**src/aopc_pkg.sv**
```systemverilog
// Shared types and constants for the alpha-over pixel compositor.
// Depends on nothing; used by the top level and its checker.
package aopc_pkg;

  localparam int unsigned ChanW    = 8;
  localparam int unsigned NumChan  = 3;
  localparam int unsigned PixW     = 32;
  localparam int unsigned ColW     = ChanW * NumChan;
  localparam int unsigned ProdW    = 2 * ChanW;

  localparam logic [ChanW-1:0] FULL_WEIGHT  = 8'hFF;
  localparam logic [ChanW-1:0] ZERO_WEIGHT  = 8'h00;
  localparam logic [ChanW-1:0] OPAQUE_ALPHA = 8'hFF;
  localparam logic [PixW-1:0]  COLOR_MASK   = 32'hFFFF_FF00;

  localparam logic OP_SRC_OVER = 1'b0;
  localparam logic OP_COVERAGE = 1'b1;

  // Stage 1: operands selected, weight classified.
  typedef struct packed {
    logic [ColW-1:0]  col;
    logic [PixW-1:0]  dst;
    logic [ChanW-1:0] w;
    logic             w_zero;
    logic             w_full;
  } aopc_s1_t;

  // Stage 2: weighted channel sums.
  typedef struct packed {
    logic [NumChan-1:0][ProdW-1:0] sum;
    logic [ColW-1:0]               col;
    logic [PixW-1:0]               dst;
    logic                          w_zero;
    logic                          w_full;
  } aopc_s2_t;

endpackage

```
**src/alpha_over_pixel_compositor_unit.sv**
```systemverilog
// Throughput: one word per cycle unless a low out_ready stalls the output.
// Stages: operand select, per-channel multiply-add, divide by 255 and result select.
// Each stage holds its word only while the next one is full and stalled.
// Synchronous active-low reset clears the stage valid bits and sets fill_color to 0.
// Depends on aopc_pkg for stage types and constants.
module alpha_over_pixel_compositor_unit (
  input  logic        clk,
  input  logic        rst_n,
  input  logic        in_valid,
  output logic        in_ready,
  input  logic        in_op,
  input  logic [31:0] in_src_pixel,
  input  logic [31:0] in_dst_pixel,
  input  logic [7:0]  in_coverage,
  output logic        out_valid,
  input  logic        out_ready,
  output logic [31:0] out_pixel,
  output logic        out_write_enable,
  input  logic        cfg_valid,
  output logic        cfg_ready,
  input  logic [31:0] cfg_data
);

  logic [31:0] fill_color_r;

  logic              v1_r, v2_r, v3_r;
  aopc_pkg::aopc_s1_t s1_r, s1_nxt;
  aopc_pkg::aopc_s2_t s2_r, s2_nxt;
  logic [31:0]       pix_r, pix_nxt;
  logic              we_r, we_nxt;

  logic rdy1, rdy2, rdy3;

  // A stage can take a word when empty or when its word moves on.
  assign rdy3 = !v3_r || out_ready;
  assign rdy2 = !v2_r || rdy3;
  assign rdy1 = !v1_r || rdy2;

  assign in_ready  = rdy1;
  assign cfg_ready = 1'b1;

  assign out_valid        = v3_r;
  assign out_pixel        = pix_r;
  assign out_write_enable = we_r;

  always_ff @(posedge clk) begin
    if (!rst_n) begin
      fill_color_r <= '0;
    end else if (cfg_valid && cfg_ready) begin
      fill_color_r <= cfg_data;
    end
  end

  // Stage 1: pick color and weight.
  always_comb begin
    if (in_op == aopc_pkg::OP_COVERAGE) begin
      s1_nxt.col = fill_color_r[31:8];
      s1_nxt.w   = in_coverage;
    end else begin
      s1_nxt.col = in_src_pixel[31:8];
      s1_nxt.w   = in_src_pixel[7:0];
    end
    s1_nxt.dst    = in_dst_pixel;
    s1_nxt.w_zero = (s1_nxt.w == aopc_pkg::ZERO_WEIGHT);
    s1_nxt.w_full = (s1_nxt.w == aopc_pkg::FULL_WEIGHT);
  end

  // Stage 2: c*w + d*(255-w) per channel, at most 65025.
  always_comb begin
    logic [7:0]  wi;
    logic [15:0] pc, pd;
    wi = aopc_pkg::FULL_WEIGHT - s1_r.w;
    s2_nxt.col    = s1_r.col;
    s2_nxt.dst    = s1_r.dst;
    s2_nxt.w_zero = s1_r.w_zero;
    s2_nxt.w_full = s1_r.w_full;
    for (int i = 0; i < aopc_pkg::NumChan; i++) begin
      pc = {8'd0, s1_r.col[i*8 +: 8]} * {8'd0, s1_r.w};
      pd = {8'd0, s1_r.dst[(i+1)*8 +: 8]} * {8'd0, wi};
      s2_nxt.sum[i] = pc + pd;
    end
  end

  // Stage 3: x/255 = (x + 1 + (x >> 8)) >> 8, exact for x below 65535.
  always_comb begin
    logic [16:0] t;
    logic [23:0] blend;
    for (int i = 0; i < aopc_pkg::NumChan; i++) begin
      t = {1'b0, s2_r.sum[i]} + 17'd1 + {9'd0, s2_r.sum[i][15:8]};
      blend[i*8 +: 8] = t[15:8];
    end
    priority if (s2_r.w_zero) begin
      pix_nxt = s2_r.dst;
      we_nxt  = 1'b0;
    end else if (s2_r.w_full) begin
      pix_nxt = ({s2_r.col, 8'd0} & aopc_pkg::COLOR_MASK) | {24'd0, aopc_pkg::OPAQUE_ALPHA};
      we_nxt  = 1'b1;
    end else begin
      pix_nxt = {blend, aopc_pkg::OPAQUE_ALPHA};
      we_nxt  = 1'b1;
    end
  end

  always_ff @(posedge clk) begin
    if (!rst_n) begin
      v1_r <= 1'b0;
      v2_r <= 1'b0;
      v3_r <= 1'b0;
    end else begin
      if (rdy1) v1_r <= in_valid;
      if (rdy2) v2_r <= v1_r;
      if (rdy3) v3_r <= v2_r;
    end
  end

  // Payload advances with its valid bit; hold otherwise.
  always_ff @(posedge clk) begin
    if (rdy1 && in_valid) s1_r <= s1_nxt;
    if (rdy2 && v1_r)     s2_r <= s2_nxt;
    if (rdy3 && v2_r) begin
      pix_r <= pix_nxt;
      we_r  <= we_nxt;
    end
  end

endmodule

```
**config.mk**
```make
export PLATFORM = sky130hd
export DESIGN_NAME = alpha_over_pixel_compositor_unit
export DESIGN_NICKNAME = d
export VERILOG_FILES = /design/src/aopc_pkg.sv /design/src/alpha_over_pixel_compositor_unit.sv
export SDC_FILE = /design/constraint.sdc
export NUM_CORES = 1
export LEC_CHECK = 0
export BUFFER_PORTS_ARGS = -buffer_cell sky130_fd_sc_hd__buf_2
export CELL_PAD_IN_SITES_DETAIL_PLACEMENT = 0
export CELL_PAD_IN_SITES_GLOBAL_PLACEMENT = 1
export CORE_MARGIN = 2
export CORE_UTILIZATION = 40
export CTS_CLUSTER_DIAMETER = 120
export DETAILED_ROUTE_END_ITERATION = 16
export GPL_TIMING_DRIVEN = 0
export PLACE_DENSITY_LB_ADDON = 0.1
export REMOVE_ABC_BUFFERS = 1
export SLEW_MARGIN = 30
export SYNTH_ARGS = -nofsm -noshare
export SYNTH_HDL_FRONTEND = slang
export SYNTH_SLANG_ARGS = --single-unit
export TNS_END_PERCENT = 1
```
**constraint.sdc**
```tcl
create_clock -name clk -period 14.05 [get_ports clk]
set_clock_uncertainty 0.05 [all_clocks]
set_input_delay 2.1075 -clock clk [delete_from_list [all_inputs] [get_ports clk]]
set_output_delay 2.1075 -clock clk [all_outputs]
set_load 0.005 [all_outputs]
```
==> results.ini, run 1 <==
[global_route]
use_met1_pct = 27.56
grt_pass1_wl_um = 86480
grt_max_degree = 33
antenna_found_initial = 3
grt_use_met3_pct = 2.529
grt_pass1_vias = 15210
use_met2_pct = 33.05
grt_util_all_layers_pct = 19.77
grt-busiest-layer = met2
overflow = 0

[synthesis]
ys_ff_latch = 232
netlist_area_sq_mm = 0.02206
synth_top_cell_by_area = edfxtp_1
ys_seq_area_share_pct = 30.36
yosys-top-cells-count = inv_1, fa_1, ha_1
syn_inst = 2014
synth_cell_type_count = 56
netlist_top_cells_area = edfxtp_1, fa_1, ha_1
async_reset_ff_share_pct = 0
synth-edff-count = 205
synth_area_per_cell_sq_um = 10.95
ys_warn_count = 0
ys.flop_type = edfxtp_1
synth_top_area_share_pct = 27.91
yosys.cell_count.top_type = inv_1

[final_layout]
area_delta_synth_final_pct = 13.89
final_cell_area_sq_mm = 0.02512
nFillCells = 5152
fin_nets = 2767
drive_gt1_share_pct = 12.63

[timing]
setup_viol = 0
worst_pin_slew_ns = 0.7265
rsz0062_at_grt = false
fmax_ghz = 0.1564
finalCritPeriodShare_pct = 45.51
maxSlewHeadroom_pct = 51.47
slew_viol_final = 0
finalHoldViolCount = 0
fin_tns_setup_ns = 0
fin_crit_ns = 6.394

[power]
power.density_mw_per_mm2 = 270.9
peakVddDrop_mv = 0.1861
power_leakage_nw = 11.50

[placement]
postPlaceCellArea_sq_mm = 0.02406
gp_congestion = 0.7902
dp_hpwl_um = 41300
io_buffers = 136

[clock_network]
cts_tree = yes
root_buffer = clkbuf_16
numCtsBuffers = 29
clkTransAtPathRegs_ns = 0.07
ctsResizeCount = 0
clk_latency_ns = 0.58
cts_hold_buf = 0
clkSinkCount = 232
cts_max_path_buffers = 3
htreeDepth = 1
cts_setup_buffers = 0

[run_status]
status = finished clean

[job]
cap_violations = 0

[critical_path]
critical_path.max_stage_delay_ns = 0.71
cp-end-kind = register
required_ns = 14.32
cp_max_fo = 15
path_cells = buf_6 -> buf_8 -> buf_8 -> nor2b_1 -> fa_1 -> inv_1 -> fa_1 -> inv_1 -> fa_1 -> fa_1 -> fa_1 -> inv_1 -> fa_1 -> inv_1 -> ha_1 -> nor3_1 -> o21bai_1 -> o211a_1 -> o41ai_2 -> o21bai_1 -> a21oi_1 -> xnor2_1
critPathKind = reg -> reg
slowest_stage = edfxtp_1
start_kind = register
crit_arrival_ns = 6.67
crit_top_cell = fa_1

[routing]
totalWireLength_um = 53310
drtPass1Iterations = 4
via_count = 14020
first_iter_violations = 555
viasPerCell = 4.853
post-route-drc-count = 0
ant_nets = 0
wl_per_cell_um = 18.45

[floorplanning]
die_y_um = 238.8
rows = 86
start_util_pct = 40.28
die_width_um = 238.8
ios = 146
core_area_sq_mm = 0.05477
dieArea_sq_mm = 0.05704

[min_path]
hold_path.class = reg -> reg

-- where the power goes --
part,leakage [nW],total (mW),switching [mW],internal (mW)
Clock,0.489,0.828,0.318,0.509
Sequential,2.17,1.24,0.117,1.12
Combinational,8.84,4.74,2.60,2.14
Total,11.5,6.81,3.03,3.77
-- worst max-delay path: cells and delay by family (launching register included) --
| kind | cells | cell delay [ns] |
|---|---|---|
| flip-flops | 1 | 0.71 |
| buffers and inverters | 7 | 0.79 |
| adder cells (fa/ha/maj) | 7 | 3.28 |
| AND/OR/NAND/NOR | 2 | 0.32 |
| XOR/XNOR | 1 | 0.07 |
| AO/OA/AOI/OAI | 5 | 0.88 |
-- state kept, by name, summed over array words and instances, names as in the netlist --
name and cells:
s2_r 106, s1_r 66, out_pixel 32, fill_color_r 24
out_valid 1, out_write_enable 1, v1_r 1, v2_r 1
-- layout by cell type (no fill, tap or decap), types with 4 or more instances in the layout --
cell type,n
o21a_1,8
a21oi_1,35
nor2_1,26
nand2b_1,68
a211oi_1,5
buf_6,13
a211oi_2,5
o31ai_1,4
fa_1,288
nand2_1,108
edfxtp_1,205
buf_2,134
inv_1,421
mux2i_1,31
bufinv_16,7
buf_16,7
nor4_1,4
buf_8,19
mux2_2,29
ha_1,207
and2_1,113
nand3_1,17
a22oi_1,15
xor2_1,21
nor3_1,9
a21o_1,7
clkbuf_16,29
nor2b_1,168
o21ai_1,5
dfxtp_1,27
xnor2_1,43
clkinvlp_4,8
o21bai_1,7
conb_1,4
nand4_1,9
o21ai_0,30
-- metal layers --
layer,up-vias,part of all wire [%]
li1,6626,-
met1,7098,47
met2,233,47
met3,65,3.9
met4,2,2.1
met5,-,0.024
-- metrics by stage --
step                total power [mW]  hold WS, ns  setup WS, ns  std cells  utilization (%)
detailed placement             6.045       0.3561         7.634       2835            43.93
finish                         6.805       0.3730         7.656       2890            45.87
global placement               6.014       0.3509       -0.9283       2796            42.70
global route                   7.709       0.3819         7.295       2889            45.87
CTS                            6.925       0.3752         7.627       2889            45.87
floorplan                      4.980       0.3503         3.394       1956                -
-- path summary, 6_finish.rpt --
kind | from | to | slack (ns) | cells past startpoint
hold / removal | s1_r[13]$_DFFE_PP_ | s2_r[5]$_DFFE_PP_ | 0.37 | 0
hold reg to reg | s1_r[13]$_DFFE_PP_ | s2_r[5]$_DFFE_PP_ | 0.37 | 0
setup / recovery | s1_r[4]$_DFFE_PP_ | s2_r[89]$_DFFE_PP_ | 7.66 | 22
setup reg to reg | s1_r[4]$_DFFE_PP_ | s2_r[89]$_DFFE_PP_ | 7.66 | 22
-- cells by family (layout without fill, tap and decap cells) --
group,Yosys count,count (layout),synth area share [%]
flops,232,232,30.36
mux,60,60,2.887
xor+xnor,64,64,2.541
buf+inv,482,651,8.270
compound gates,146,146,4.577
fa+ha+maj,495,495,37.88
simple gates,533,533,13.45
other cells,2,5,0.03405
-- cell type report --
cell class | instances | area [sq um] | area share, %
tap | 704 | 880.8 | 3.506
multi-input combinational | 1302 | 13590 | 54.09
antenna | 1 | 2.502 | 0.009961
clock inverter | 23 | 326.6 | 1.300
sequential | 232 | 6696 | 26.65
timing repair buffer | 175 | 1310 | 5.214
inverter | 422 | 1584 | 6.305
clock buffer | 31 | 733.2 | 2.918
(Power assumes the default switching activity.)
==> run 2, diff against run 1 <==
==> constraint.sdc (replaced) <==
create_clock -name clk -period 6.1 [get_ports clk]
set_clock_uncertainty 0.05 [all_clocks]
set_input_delay 0.915 -clock clk [delete_from_list [all_inputs] [get_ports clk]]
set_output_delay 0.915 -clock clk [all_outputs]
set_load 0.005 [all_outputs]
==> run 2 against run 1 <==
Compared with the run above: non-clock buffer count is 40 higher; worst hold slack hardly changed; final cell count increased by 1.4%; final area grew 2.1%; fmax increased by 7.7%; critical endpoint is now s2_r[104]$_DFFE_PP_.
==> results.ini, run 2 (synthesized netlist as in run 1, its figures left out) <==
[run_status]
status = finished clean

[clock_network]
numCtsBuffers = 29  ; unchanged
root_buffer = clkbuf_16
clk_latency_ns = 0.58  ; about the same
clkSinkCount = 232  ; unchanged
cts_max_path_buffers = 3  ; unchanged
cts_tree = yes
clkTransAtPathRegs_ns = 0.07  ; about the same
htreeDepth = 1  ; unchanged
cts_hold_buf = 0  ; unchanged

[floorplanning]
start_util_pct = 40.28  ; unchanged
ios = 146  ; unchanged
die_width_um = 238.8  ; unchanged
die_y_um = 238.8  ; unchanged
core_area_sq_mm = 0.05477  ; unchanged
rows = 86  ; unchanged
dieArea_sq_mm = 0.05704  ; unchanged

[timing]
worst_slack_ns = 0.1628  ; -7.493 ns
setup_viol = 0  ; unchanged
fin_crit_ns = 5.937  ; -0.4568 ns
maxSlewHeadroom_pct = 50.45  ; -1.0 points
worst_pin_slew_ns = 0.7425  ; +0.01601 ns
fmax_ghz = 0.1684  ; +7.7%
slew_viol_final = 0  ; unchanged
fin_tns_setup_ns = 0  ; unchanged
finalHoldViolCount = 0  ; unchanged
finalCritPeriodShare_pct = 97.33  ; +52 points

[global_route]
antenna_found_initial = 3  ; unchanged
grt_pass1_vias = 15230  ; +0.079%
grt_max_degree = 33  ; unchanged
grt_pass1_wl_um = 86550  ; about the same
overflow = 0  ; unchanged
grt_util_all_layers_pct = 19.79  ; +0.020 points

[placement]
io_buffers = 136  ; unchanged
dp_hpwl_um = 41300  ; unchanged
gp_congestion = 0.7902  ; unchanged
place_ws_ns = -0.3161  ; -7.950 ns

[critical_path]
crit_arrival_ns = 6.22  ; -0.45 ns
start_kind = register
crit_top_cell = fa_1
cp_max_fo = 14  ; -1
cp-end-kind = register
required_ns = 6.39  ; -7.93 ns
critPathKind = reg -> reg
path_cells = buf_4 -> buf_8 -> nor2b_2 -> fa_1 -> fa_1 -> fa_1 -> fa_1 -> fa_1 -> inv_1 -> fa_1 -> inv_1 -> ha_4 -> a211oi_2 -> o21ai_1 -> a31oi_2 -> nor2b_1 -> o21a_1 -> o41a_1 -> xor2_1
slowest_stage = fa_1
critical_path.max_stage_delay_ns = 0.58  ; -0.13 ns

[final_layout]
area_delta_synth_final_pct = 16.23
fin_nets = 2807  ; +1.4%
drive_gt1_share_pct = 15.46  ; +2.8 points
register_area_sq_mm = 0.006696  ; unchanged
most-common-layout-cells = inv_1, fa_1, edfxtp_1
regMostFlops = s2_r
multi_input_area_sq_mm = 0.01374  ; +1.1%
mostFrequentLayoutCell = inv_1
nFillCells = 5124  ; -0.54%
largest_reg_flops = 106  ; unchanged

[job]
cap_violations = 0  ; unchanged

[routing]
totalWireLength_um = 53750  ; +0.82%
post-route-drc-count = 0  ; unchanged
wl_per_cell_um = 18.35  ; -0.55%
first_iter_violations = 503  ; -9.4%
via_count = 14170  ; +1.1%
ant_nets = 0  ; unchanged
viasPerCell = 4.838  ; -0.31%
drtPass1Iterations = 5  ; +1

[min_path]
hold_path.class = reg -> reg

==> run 2: worst paths after layout <==
kind	slack, ns	cells after the start	end	start
max	0.16	19	s2_r[104]$_DFFE_PP_	s1_r[5]$_DFFE_PP_
min	0.37	0	s2_r[5]$_DFFE_PP_	s1_r[13]$_DFFE_PP_
max reg2reg	0.16	19	s2_r[104]$_DFFE_PP_	s1_r[5]$_DFFE_PP_
min reg2reg	0.37	0	s2_r[5]$_DFFE_PP_	s1_r[13]$_DFFE_PP_
==> run 2: repair_timing <==
action | CTS | global route
buffers inserted | 1 | 40
pin swaps | 3 | 22
gates resized for setup | 5 | 47
endpoints found under the setup margin | 10 | 14
==> run 2: routing by layer <==
metal / track usage [%] / wire, um
met5: 0 / 13
met4: 4.205 / 1132
met3: 2.529 / 2088
met2: 33.10 / 25570
met1: 27.59 / 24950
==> run 2: cell type report <==
class	count	share of cell area, %
diodes	1	0.009760
repair buffers	215	6.525
flip-flops and latches	232	26.12
clock buffers	31	2.860
inverters	422	6.178
clock inverters	23	1.274
well taps	704	3.436
multi-input cells	1302	53.60
==> run 2: critical path, delay by kind of cell, from the launching register on <==
family / cells / cell delay [ns]
AO/OA/AOI/OAI: 5 / 1.03
XOR/XNOR: 1 / 0.15
adder cells (fa/ha/maj): 7 / 3.22
buffers and inverters: 4 / 0.48
flip-flops: 1 / 0.55
AND/OR/NAND/NOR: 2 / 0.21
==> run 2: per-stage QoR <==
| stage | hold WS (ns) | utilization, % | cells | instance area, sq um |
|---|---|---|---|---|
| after floorplan | 0.3503 | - | 1956 | 21830 |
| after global placement | 0.3509 | 42.70 | 2796 | 23390 |
| after detailed placement | 0.3561 | 43.93 | 2835 | 24060 |
| after CTS | 0.3752 | 45.91 | 2890 | 25150 |
| after global routing | 0.3819 | 46.81 | 2929 | 25640 |
| final | 0.3728 | 46.81 | 2930 | 25640 |
Power of run 2 is left out: the tool's default activity adds up to more than one toggle a clock period on the data nets, which glitch-free logic cannot reach.
